### src/sfs_pkg.sv
package sfs_pkg;

  localparam int unsigned MaxFrames = 64;
  localparam int unsigned FrameW    = 6;
  localparam int unsigned DelayW    = 16;
  localparam int unsigned ModeW     = 2;
  localparam int unsigned CountW    = 7;
  localparam int unsigned CntdnW    = 18;
  localparam int unsigned CfgIdxW   = 3;
  localparam int unsigned CfgDataW  = 16;

  typedef enum logic [ModeW-1:0] {
    MODE_NONE      = 2'd0,
    MODE_LOOP      = 2'd1,
    MODE_PING_PONG = 2'd2,
    MODE_ONESHOT   = 2'd3
  } mode_e;

  typedef enum logic {
    OP_TICK    = 1'b0,
    OP_RESTART = 1'b1
  } op_e;

  typedef enum logic [CfgIdxW-1:0] {
    CFG_FRAME_DELAY = 3'd0,
    CFG_ANIM_MODE   = 3'd1,
    CFG_START_FRAME = 3'd2,
    CFG_END_FRAME   = 3'd3,
    CFG_FRAME_COUNT = 3'd4
  } cfg_idx_e;

  typedef struct packed {
    logic              operation;
    logic [DelayW-1:0] elapsed;
  } item_t;

  typedef struct packed {
    logic [FrameW-1:0] frame;
    logic [ModeW-1:0]  active_mode;
    logic              oneshot_done;
  } result_t;

  typedef struct packed {
    logic [CfgIdxW-1:0]  index;
    logic [CfgDataW-1:0] value;
  } cfg_t;

endpackage

### src/sfs_item_if.sv
interface sfs_item_if;
  logic          valid;
  logic          ready;
  sfs_pkg::item_t data;

  modport source (output valid, output data, input ready);
  modport sink (input valid, input data, output ready);
endinterface

### src/sfs_result_if.sv
interface sfs_result_if;
  logic             valid;
  logic             ready;
  sfs_pkg::result_t data;

  modport source (output valid, output data, input ready);
  modport sink (input valid, input data, output ready);
endinterface

### src/sfs_cfg_if.sv
interface sfs_cfg_if;
  logic          valid;
  logic          ready;
  sfs_pkg::cfg_t data;

  modport source (output valid, output data, input ready);
  modport sink (input valid, input data, output ready);
endinterface

### src/sprite_frame_sequencer.sv
// Sprite animation frame sequencer. Register writes on the configuration
// channel are always accepted. A restart transaction goes from idle straight
// to the done state. A tick transaction passes through the subtract, loop and
// done states, because a single 18-bit adder first subtracts the elapsed time
// from the countdown and then adds the frame delay back once per advance. A
// tick with a zero frame delay goes straight to the done state. The result
// sits in an output register, so the next transaction is accepted while a
// finished result waits to be taken.
module sprite_frame_sequencer #(
  parameter int unsigned MaxFrames = sfs_pkg::MaxFrames
) (
  input  logic       clk_i,
  input  logic       rst_ni,
  sfs_cfg_if.sink    cfg_i,
  sfs_item_if.sink   item_i,
  sfs_result_if.source result_o
);

  localparam int unsigned FrameW = sfs_pkg::FrameW;
  localparam int unsigned CntdnW = sfs_pkg::CntdnW;
  localparam int unsigned DelayW = sfs_pkg::DelayW;
  localparam int unsigned CountW = sfs_pkg::CountW;
  localparam int unsigned LimW   =
      ($clog2(MaxFrames + 1) > CountW) ? $clog2(MaxFrames + 1) : CountW;

  typedef enum logic [1:0] {
    ST_IDLE,
    ST_SUB,
    ST_LOOP,
    ST_DONE
  } state_e;

  state_e               state_q, state_d;
  logic [DelayW-1:0]    frame_delay_q, frame_delay_d;
  sfs_pkg::mode_e       anim_mode_q, anim_mode_d;
  logic [FrameW-1:0]    start_frame_q, start_frame_d;
  logic [FrameW-1:0]    end_frame_q, end_frame_d;
  logic [CountW-1:0]    frame_count_q, frame_count_d;
  logic [FrameW-1:0]    cur_q, cur_d;
  logic                 down_q, down_d;
  logic [CntdnW-1:0]    cntdn_q, cntdn_d;
  sfs_pkg::mode_e       run_mode_q, run_mode_d;
  logic [DelayW-1:0]    elapsed_q, elapsed_d;
  logic                 done_q, done_d;
  logic                 out_valid_q, out_valid_d;
  sfs_pkg::result_t     out_q, out_d;

  logic [LimW-1:0]      lim_n;
  logic [LimW-1:0]      lim_last;
  logic [FrameW-1:0]    s_clamp, e_clamp, lo, hi;
  logic [CntdnW-1:0]    add_b, add_sum;
  logic                 item_acc, out_free;

  always_comb begin
    lim_n = LimW'(frame_count_q);
    if (lim_n == '0) begin
      lim_n = LimW'(1);
    end
    if (lim_n > LimW'(MaxFrames)) begin
      lim_n = LimW'(MaxFrames);
    end
    lim_last = lim_n - LimW'(1);
    s_clamp = (LimW'(start_frame_q) > lim_last) ? FrameW'(lim_last) : start_frame_q;
    e_clamp = (LimW'(end_frame_q) > lim_last) ? FrameW'(lim_last) : end_frame_q;
    lo = (s_clamp < e_clamp) ? s_clamp : e_clamp;
    hi = (s_clamp < e_clamp) ? e_clamp : s_clamp;
  end

  assign add_b   = (state_q == ST_SUB) ? (CntdnW'(0) - CntdnW'(elapsed_q))
                                       : CntdnW'(frame_delay_q);
  assign add_sum = cntdn_q + add_b;

  assign item_i.ready   = (state_q == ST_IDLE);
  assign cfg_i.ready    = 1'b1;
  assign result_o.valid = out_valid_q;
  assign result_o.data  = out_q;
  assign item_acc       = item_i.valid && item_i.ready;
  assign out_free       = !out_valid_q || result_o.ready;

  always_comb begin
    state_d       = state_q;
    frame_delay_d = frame_delay_q;
    anim_mode_d   = anim_mode_q;
    start_frame_d = start_frame_q;
    end_frame_d   = end_frame_q;
    frame_count_d = frame_count_q;
    cur_d         = cur_q;
    down_d        = down_q;
    cntdn_d       = cntdn_q;
    run_mode_d    = run_mode_q;
    elapsed_d     = elapsed_q;
    done_d        = done_q;
    out_valid_d   = out_valid_q;
    out_d         = out_q;

    if (out_valid_q && result_o.ready) begin
      out_valid_d = 1'b0;
    end

    if (cfg_i.valid && cfg_i.ready) begin
      unique case (cfg_i.data.index)
        sfs_pkg::CFG_FRAME_DELAY: frame_delay_d = cfg_i.data.value[DelayW-1:0];
        sfs_pkg::CFG_ANIM_MODE:   anim_mode_d = sfs_pkg::mode_e'(cfg_i.data.value[1:0]);
        sfs_pkg::CFG_START_FRAME: start_frame_d = cfg_i.data.value[FrameW-1:0];
        sfs_pkg::CFG_END_FRAME:   end_frame_d = cfg_i.data.value[FrameW-1:0];
        sfs_pkg::CFG_FRAME_COUNT: frame_count_d = cfg_i.data.value[CountW-1:0];
        default: ;
      endcase
    end

    unique case (state_q)
      ST_IDLE: begin
        if (item_acc) begin
          done_d    = 1'b0;
          elapsed_d = item_i.data.elapsed;
          if (item_i.data.operation == sfs_pkg::OP_RESTART) begin
            down_d     = s_clamp > e_clamp;
            cntdn_d    = CntdnW'(frame_delay_q);
            run_mode_d = anim_mode_q;
            cur_d      = s_clamp;
            state_d    = ST_DONE;
          end else if (frame_delay_q == '0) begin
            state_d = ST_DONE;
          end else begin
            state_d = ST_SUB;
          end
        end
      end
      ST_SUB: begin
        cntdn_d = add_sum;
        state_d = ST_LOOP;
      end
      ST_LOOP: begin
        if (cntdn_q[CntdnW-1]) begin
          cntdn_d = add_sum;
          unique case (run_mode_q)
            sfs_pkg::MODE_NONE: ;
            sfs_pkg::MODE_LOOP: begin
              cur_d = (cur_q >= hi) ? lo : cur_q + FrameW'(1);
            end
            sfs_pkg::MODE_PING_PONG: begin
              if (lo == hi) begin
                cur_d = lo;
              end else if (!down_q) begin
                if (cur_q >= hi) begin
                  down_d = 1'b1;
                  cur_d  = hi - FrameW'(1);
                end else begin
                  cur_d = cur_q + FrameW'(1);
                end
              end else begin
                if (cur_q <= lo) begin
                  down_d = 1'b0;
                  cur_d  = lo + FrameW'(1);
                end else begin
                  cur_d = cur_q - FrameW'(1);
                end
              end
            end
            sfs_pkg::MODE_ONESHOT: begin
              if (cur_q == e_clamp) begin
                run_mode_d = sfs_pkg::MODE_NONE;
                done_d     = 1'b1;
              end else if (cur_q < e_clamp) begin
                cur_d = cur_q + FrameW'(1);
              end else begin
                cur_d = cur_q - FrameW'(1);
              end
            end
          endcase
        end else begin
          state_d = ST_DONE;
        end
      end
      ST_DONE: begin
        if (out_free) begin
          out_valid_d        = 1'b1;
          out_d.frame        = cur_q;
          out_d.active_mode  = run_mode_q;
          out_d.oneshot_done = done_q;
          state_d            = ST_IDLE;
        end
      end
    endcase
  end

  always_ff @(posedge clk_i or negedge rst_ni) begin
    if (!rst_ni) begin
      state_q       <= ST_IDLE;
      frame_delay_q <= '0;
      anim_mode_q   <= sfs_pkg::MODE_NONE;
      start_frame_q <= '0;
      end_frame_q   <= '0;
      frame_count_q <= CountW'(1);
      cur_q         <= '0;
      down_q        <= 1'b0;
      cntdn_q       <= '0;
      run_mode_q    <= sfs_pkg::MODE_NONE;
      elapsed_q     <= '0;
      done_q        <= 1'b0;
      out_valid_q   <= 1'b0;
      out_q         <= '0;
    end else begin
      state_q       <= state_d;
      frame_delay_q <= frame_delay_d;
      anim_mode_q   <= anim_mode_d;
      start_frame_q <= start_frame_d;
      end_frame_q   <= end_frame_d;
      frame_count_q <= frame_count_d;
      cur_q         <= cur_d;
      down_q        <= down_d;
      cntdn_q       <= cntdn_d;
      run_mode_q    <= run_mode_d;
      elapsed_q     <= elapsed_d;
      done_q        <= done_d;
      out_valid_q   <= out_valid_d;
      out_q         <= out_d;
    end
  end

  a_busy_after_accept: assert property (@(posedge clk_i) disable iff (!rst_ni)
    item_acc |=> !item_i.ready)
    else $error("item accepted while a transaction is in progress");

  a_done_disarms: assert property (@(posedge clk_i) disable iff (!rst_ni)
    (result_o.valid && result_o.data.oneshot_done) |->
      (result_o.data.active_mode == sfs_pkg::MODE_NONE))
    else $error("one-shot finished but mode still armed");

  a_cntdn_settled: assert property (@(posedge clk_i) disable iff (!rst_ni)
    (state_q == ST_IDLE) |-> !cntdn_q[CntdnW-1])
    else $error("countdown negative while idle");

  a_result_once: assert property (@(posedge clk_i) disable iff (!rst_ni)
    (state_q == ST_DONE && out_free) |=> (result_o.valid && state_q == ST_IDLE))
    else $error("finished transaction did not reach the output register");

endmodule

### src/flat_wrapper.sv
// flat-port wrapper written by rule: the top's interface ports become plain ports
module sprite_frame_sequencer_flat 
#(
  parameter int unsigned MaxFrames = sfs_pkg::MaxFrames
)
  (clk_i, rst_ni, cfg_i_valid, cfg_i_data, cfg_i_ready, item_i_valid, item_i_data, item_i_ready, result_o_valid, result_o_data, result_o_ready);
  sfs_cfg_if cfg_i_i ();
  sfs_item_if item_i_i ();
  sfs_result_if result_o_i ();
  input  logic clk_i;
  input  logic rst_ni;
  input wire logic [$bits(cfg_i_i.valid)-1:0] cfg_i_valid;
  input wire logic [$bits(cfg_i_i.data)-1:0] cfg_i_data;
  output wire logic [$bits(cfg_i_i.ready)-1:0] cfg_i_ready;
  input wire logic [$bits(item_i_i.valid)-1:0] item_i_valid;
  input wire logic [$bits(item_i_i.data)-1:0] item_i_data;
  output wire logic [$bits(item_i_i.ready)-1:0] item_i_ready;
  output wire logic [$bits(result_o_i.valid)-1:0] result_o_valid;
  output wire logic [$bits(result_o_i.data)-1:0] result_o_data;
  input wire logic [$bits(result_o_i.ready)-1:0] result_o_ready;
  assign cfg_i_i.valid = cfg_i_valid;
  assign cfg_i_i.data = cfg_i_data;
  assign cfg_i_ready = cfg_i_i.ready;
  assign item_i_i.valid = item_i_valid;
  assign item_i_i.data = item_i_data;
  assign item_i_ready = item_i_i.ready;
  assign result_o_valid = result_o_i.valid;
  assign result_o_data = result_o_i.data;
  assign result_o_i.ready = result_o_ready;
  sprite_frame_sequencer #(.MaxFrames(MaxFrames)) u_core (.clk_i(clk_i), .rst_ni(rst_ni), .cfg_i(cfg_i_i), .item_i(item_i_i), .result_o(result_o_i));
endmodule
### config.mk
export PLATFORM = sky130hd
export DESIGN_NAME = sprite_frame_sequencer_flat
export DESIGN_NICKNAME = d
export VERILOG_FILES = /design/src/sfs_pkg.sv /design/src/sfs_item_if.sv /design/src/sfs_result_if.sv /design/src/sfs_cfg_if.sv /design/src/sprite_frame_sequencer.sv /design/src/flat_wrapper.sv
export SDC_FILE = /design/constraint.sdc
export NUM_CORES = 1
export LEC_CHECK = 0
export BUFFER_PORTS_ARGS = -buffer_cell sky130_fd_sc_hd__clkbuf_2
export CORE_MARGIN = 5
export CORE_UTILIZATION = 50
export DETAILED_ROUTE_END_ITERATION = 10
export PLACE_DENSITY = 0.68
export SLEW_MARGIN = 20
export SYNTH_ARGS = -nofsm -noshare
export SYNTH_HDL_FRONTEND = slang
export SYNTH_SLANG_ARGS = --single-unit
### constraint.sdc
create_clock -name clk_i -period 7.99 [get_ports clk_i]
set_input_delay 1.598 -clock clk_i [delete_from_list [all_inputs] [get_ports clk_i]]
set_output_delay 1.598 -clock clk_i [all_outputs]
set_load 0.01 [all_outputs]
==> flow_summary.toml, run 1 <==
[floorplanning]
core_area_um2 = 15150
die-width_um = 133.9
initial_core_util_pct = 50.66
dieArea_um2 = 17920
fp.dieH_um = 133.9
io_pins = 53
rows = 45

[logic_synthesis]
netlist_instances = 857
synth_warnings = 0
synth_most_common_cell = "dfrtp_1"
synth_flop_cell = "dfrtp_1"
ys_seq_area_share_pct = 30.35
syn_area_um2 = 7672
synthArstFlopShare_pct = 100.0
yosys.area.top_type = "dfrtp_1"
synth_top_cell_area_share_pct = 30.01
syn_avg_cell_area_um2 = 8.953
synth_cell_types = 98
synthesis.nets = 952
synth_common_cells = "92 x dfrtp_1, 83 x nor2_1, 65 x mux2_2, 65 x nand2_1, 54 x a21oi_1"
synth_area_leaders = "dfrtp_1 30%, mux2_2 9.5%, ha_1 8.6%, nor2_1 4.1%, a21oi_1 3.5%"
synth-edff-count = 0
ys_ff_latch = 93

[drt]
via_per_inst = 6.110
drt-total-wl_um = 20160
post_drt_wl_per_cell_um = 18.24
drtIter0Drc = 554
drc_errors = 0
num_vias = 6751
ant_nets = 0
drt-pass1-iter-count = 7

[sta]
setup_ws_ns = 0.4903
fmax_mhz = 133.3
setup_viol = 0
worst_pin_slew_ns = 0.9836
finalClockSkew_ns = 0.009754
tns_ns = 0
fin_crit_ns = 7.500
maxSlewViolCount = 0
min_period_over_period_pct = 93.86
final_hold_viol_count = 0
max-slew-margin-rel_pct = 33.92

[cts]
cts.path.max_buffers = 2
worstSkewPairLatency_ns = 0.35
cts.sinks = 93
root_buffer = "clkbuf_16"
cts_tree = "yes"
clk_pin_slew_ns = 0.07
cts_buffers = 9
cts-htree-levels = 3

[layout]
num_antenna_cells = 0
synthToLayoutAreaGrowth_pct = 11.61
drive_above_1_share_pct = 22.25
final_nets = 1007
fill_cells = 1360

[setup_path]
critPathCaptureType = "flip-flop"
crit_path_max_incr_delay_ns = 0.50
reg2reg_to = "u_core.cur_q[3]"
required_ns = 8.21
crit_slowest_cell = "or3b_2"
crit_type = "flip-flop to flip-flop"
reg2reg_from = "u_core.frame_count_q[4]"
worstPathArrival_ns = 7.72
rrSetupSlack_ns = 0.49
crit_path_end = "u_core.cur_q[3]"
crit_fanout = 11
cp-start-kind = "flip-flop"
r2r.worst_path.cells = 33
startpoint = "u_core.frame_count_q[4]"

[grt]
grt_pass1_vias = 6492
grt_max_degree = 55
grt.overflow.total = 0
grt_pass1_wl_um = 33320
antenna_found_initial = 0
grtUsageTotal_pct = 22.89

[placed_design]
hpwlAfterDp_um = 15100
portBuffers = 51
pre_cts_ws_ns = 0.1200
place_congestion = 0.9448

[min_path]
holdCritPathClass = "flip-flop to flip-flop"
whs_path_depth = 2

[run]
drv_cap = 0

[outcome]
status = "finished, final reports clean"
==> placed cells by master, fill, tap and decap left out, types with 7 or more instances in the layout <==
master,instances
ha_1,52
a211oi_1,10
buf_4,28
nor2_1,82
clkbuf_2,50
mux2i_1,9
xor2_1,10
nand2_1,64
a31oi_1,10
xnor2_1,29
o22ai_1,7
a22oi_1,10
clkbuf_16,9
inv_1,42
nand2b_1,9
o221ai_1,7
mux2_2,65
o21ai_0,46
a21o_1,10
nor4_1,8
dfrtp_1,92
nor3_1,27
nor2b_1,11
a21oi_1,52
nand3_1,27
==> logic make-up after synthesis <==
group,Yosys count,share of synthesized area (%)
compound gates,238,22.65
xor+xnor,41,4.778
fa+ha+maj,55,9.084
buf+inv,77,4.517
flops,93,30.35
mux,79,11.51
other cells,1,0.04888
simple gates,273,17.06
==> per-stage QoR <==
step	hold slack, ns	utilization, %	cell area (um2)	cells
final	0.4790	56.54	8563	1105
after global routing	0.5112	56.54	8563	1105
after CTS	0.4868	55.99	8479	1100
after detailed placement	0.4700	53.87	8159	1084
after global placement	0.4627	53.87	8159	1084
after floorplan	0.4706	-	7672	857
==> metal layers <==
layer | track usage (%) | wire, um
met1 | 30.99 | 9012
met4 | 7.886 | 530
met5 | 0 | 0
met3 | 3.413 | 1077
met2 | 37.56 | 9539
==> worst min-delay path by stage <==
stage	slack (ns)	endpoint	startpoint
2_1_floorplan	0.47	u_core.cntdn_q[4]	u_core.cntdn_q[4]
3_3_place_gp	0.46	u_core.result_o.data[7]	u_core.result_o.data[7]
3_5_place_dp	0.47	u_core.result_o.data[3]	u_core.result_o.data[3]
4_1_cts	0.49	u_core.result_o.data[3]	u_core.result_o.data[3]
5_1_grt	0.51	u_core.result_o.data[7]	u_core.result_o.data[7]
6_report	0.48	u_core.result_o.data[3]	u_core.result_o.data[3]
==> critical path, delay by kind of cell (launching register included) <==
| kind | cells | cell delay, ns |
|---|---|---|
| multiplexers | 2 | 0.67 |
| flip-flops | 1 | 0.39 |
| buffers and inverters | 3 | 0.45 |
| adder cells (fa/ha/maj) | 4 | 1.12 |
| AO/OA/AOI/OAI | 15 | 3.24 |
| AND/OR/NAND/NOR | 9 | 1.49 |
==> flip-flops by register name, indices dropped and copies added (netlist names), 6 cells and up <==
| register | cells |
|---|---|
| u_core.start_frame_q | 6 |
| u_core.cur_q | 6 |
| u_core.frame_delay_q | 16 |
| u_core.end_frame_q | 6 |
| u_core.elapsed_q | 16 |
| u_core.cntdn_q | 18 |
| u_core.frame_count_q | 7 |
| u_core.result_o.data | 9 |
==> repair_timing <==
action | in CTS | in global routing
hold buffers | 0 | 0
endpoints found under the setup margin | 1 | 7
setup buffers | 0 | 5
resized for setup | 2 | 11
pin swaps | 0 | 4
==> cell type report <==
| type | count | area, um2 | area share [%] |
|---|---|---|---|
| Multi-Input combinational cell | 687 | 5069 | 59.19 |
| Timing Repair Buffer | 78 | 460.4 | 5.377 |
| Clock inverter | 4 | 72.57 | 0.8475 |
| Sequential cell | 93 | 2328 | 27.19 |
| Inverter | 43 | 161.4 | 1.885 |
| Clock buffer | 12 | 236.5 | 2.762 |
| Tap cell | 188 | 235.2 | 2.747 |
Power of run 1 is not shown: default switching activity piles up to over one toggle a cycle in this logic, so the estimate is an artifact.
==> run 2, diff against run 1 <==
--- a/config.mk
+++ b/config.mk
@@ -5,6 +5,7 @@
 export SDC_FILE = /design/constraint.sdc
 export NUM_CORES = 1
 export LEC_CHECK = 0
+export ABC_AREA = 1
 export BUFFER_PORTS_ARGS = -buffer_cell sky130_fd_sc_hd__clkbuf_2
 export CORE_MARGIN = 5
 export CORE_UTILIZATION = 50
==> run 2 against run 1 <==
Die area is 1.6% lower. Area after synthesis decreased by 1.7%. Wire length shrank 2.6%. Sequential share of layout area grew 1.1 points.
==> flow_summary.toml, run 2 <==
[setup_path]
path_depth = 42
cp-start-kind = "flip-flop"
critPathMostFrequentCell = "nand2_1"
crit_path_max_incr_delay_ns = 0.57
path_buf_inv = 7
r2r.worst_path.cells = 42
crit_path_end = "u_core.cur_q[0]"
reg2reg_from = "u_core.frame_count_q[4]"
reg2reg_to = "u_core.cur_q[0]"
crit_slowest_cell = "o21ai_0"
path_delay_family = "simple AND/OR/NAND/NOR gates"
rrSetupSlack_ns = 1.64
startpoint = "u_core.frame_count_q[4]"
crit_fanout = 17
critPathCaptureType = "flip-flop"
worstPathArrival_ns = 6.59
required_ns = 8.23
crit_type = "flip-flop to flip-flop"

[grt]
grt_pass1_vias = 6947
use_met1_pct = 31.38
grt_util_met3_pct = 2.430
antenna_found_initial = 0
grt.overflow.total = 0
grt_util_met2_pct = 38.74
busiest_layer = "met2"
grt_max_degree = 65
grt_pass1_wl_um = 33870
grtUsageTotal_pct = 23.05

[sta]
finalClockSkew_ns = 0.006732
setup_ws_ns = 1.640
min_period_over_period_pct = 79.48
max-slew-margin-rel_pct = 36.24
setup_viol = 0
worst_pin_slew_ns = 0.9541
fin_crit_ns = 6.350
tns_ns = 0
fmax_mhz = 157.5
hold_ws_ns = 0.4887
rsz0062_at_grt = "no"
maxSlewViolCount = 0
final_hold_viol_count = 0

[floorplanning]
core_area_um2 = 14640
io_pins = 53
rows = 44
initial_core_util_pct = 51.50
die-width_um = 132.8
fp.dieH_um = 132.8
dieArea_um2 = 17640

[logic_synthesis]
ys_ff_latch = 93
muxShareOfSynthArea_pct = 0.7466
synth_warnings = 0
synthArstFlopShare_pct = 100.0
synthesis.nets = 1195
synth-edff-count = 0
synthAdderAreaFrac_pct = 9.059
synth_cell_types = 51
synth_area_leaders = "dfrtp_1 31%, nand2_1 15%, ha_1 8.8%, inv_1 7.1%, o21ai_0 6.9%"
synth_top_family_by_area = "simple AND/OR/NAND/NOR gates"
yosys.area.top_type = "dfrtp_1"
netlist_instances = 1100
synth-xor-area-share_pct = 2.671
yosys.area_share.simple_pct = 32.45
syn_area_um2 = 7541
syn_avg_cell_area_um2 = 6.855
synth_flop_cell = "dfrtp_1"
ys_seq_area_share_pct = 30.88
synth_top_cell_area_share_pct = 30.53
synth-compound-area-share_pct = 15.05
synth_most_common_cell = "nand2_1"
synth_common_cells = "297 x nand2_1, 143 x inv_1, 104 x o21ai_0"

[min_path]
holdCritPathClass = "flip-flop to flip-flop"
whs_path_depth = 2

[drt]
drt-total-wl_um = 19640
drt-pass1-iter-count = 5
drc_errors = 0
drtIter0Drc = 525
via_per_inst = 5.403
post_drt_wl_per_cell_um = 14.79
ant_nets = 0
num_vias = 7175

[cts]
cts_resized = 0
worstSkewPairLatency_ns = 0.35
cts_hold_buf = 0
cts.path.max_buffers = 2
cts_tree = "yes"
post_cts_buffers = 0
cts_buffers = 9
cts.sinks = 93
root_buffer = "clkbuf_16"
clk_pin_slew_ns = 0.07
cts-htree-levels = 3

[layout]
regArea_um2 = 2328
largest_register_ffs = 18
fill_cells = 1428
synthToLayoutAreaGrowth_pct = 9.109
final_cell_mix = "297 x nand2_1, 143 x inv_1, 104 x o21ai_0, 93 x nand3_1, 92 x dfrtp_1"
largest_register = "u_core.cntdn_q"
fin_cells = 1328
drive_above_1_share_pct = 11.45
multi_input_area_um2 = 4527
largestRegisters = "u_core.cntdn_q (18), u_core.elapsed_q (16), u_core.frame_delay_q (16)"
final_common_cell = "nand2_1"
final_nets = 1234
num_antenna_cells = 0

[outcome]
status = "finished, final reports clean"

[run]
drv_cap = 0

[placed_design]
pre_cts_ws_ns = 1.694
dpl.cell_count = 1312
place_congestion = 0.9772
portBuffers = 51
hpwlAfterDp_um = 15110
## run 2: cell count changes after synthesis, sizes merged, moves of 10 or more
cell,previous run,this run
mux2,68,5
a211oi,11,0
nor3,28,11
a21oi,55,71
nand2,66,322
nand3,27,102
inv,42,148
o21ai,49,119
nor2b,11,0
a21o,10,0
xnor2,31,6
mux2i,11,0
## run 2: worst register-to-register path, delay by kind of cell, from the launching register on
| family | cells | cell delay [ns] |
|---|---|---|
| XOR/XNOR | 1 | 0.35 |
| flip-flops | 1 | 0.42 |
| adder cells (fa/ha/maj) | 4 | 1.15 |
| AO/OA/AOI/OAI | 7 | 1.26 |
| buffers and inverters | 7 | 0.92 |
| AND/OR/NAND/NOR | 23 | 2.11 |
## run 2: kinds of logic (layout without fill, tap and decap cells)
logic type / after synthesis / in the layout
buffers and inverters: 178 / 222
other: 1 / 1
and+or+nand+nor: 536 / 536
muxes: 5 / 5
AOI/OAI and AO/OA: 210 / 210
xor gates and xnor gates: 23 / 23
adders and majority gates: 54 / 54
DFF: 93 / 93
## run 2: stage by stage
step           util (%)  instance area (um2)
3_3_place_gp      54.20                 7936
4_1_cts           56.19                 8228
5_1_grt           56.19                 8228
6_report          56.19                 8228
3_5_place_dp      54.20                 7936
2_1_floorplan         -                 7541
## run 2: worst min-delay path by stage
stage	start	to	slack [ns]
6_report	u_core.result_o.data[0]	u_core.result_o.data[0]	0.49
5_1_grt	u_core.frame_count_q[0]	u_core.frame_count_q[0]	0.51
4_1_cts	u_core.cntdn_q[2]	u_core.cntdn_q[2]	0.49
3_5_place_dp	u_core.cntdn_q[2]	u_core.cntdn_q[2]	0.48
3_3_place_gp	u_core.start_frame_q[0]	u_core.start_frame_q[0]	0.47
2_1_floorplan	u_core.frame_delay_q[0]	u_core.frame_delay_q[0]	0.45
## run 2: layout make-up
class | instances | area share (%)
clock buffers | 9 | 2.737
well taps | 184 | 2.798
clock inverters | 7 | 0.8060
repair buffers | 54 | 3.406
inverters | 152 | 6.934
flip-flops and latches | 93 | 28.30
multi-input cells | 829 | 55.02
## run 2: routing by layer
| metal | vias up | share of wire (%) |
|---|---|---|
| met5 | - | 0 |
| met4 | 0 | 2.1 |
| met3 | 36 | 5.2 |
| met2 | 211 | 47 |
| met1 | 3257 | 45 |
| li1 | 3671 | - |
Power of run 2 is left out for the same reason.
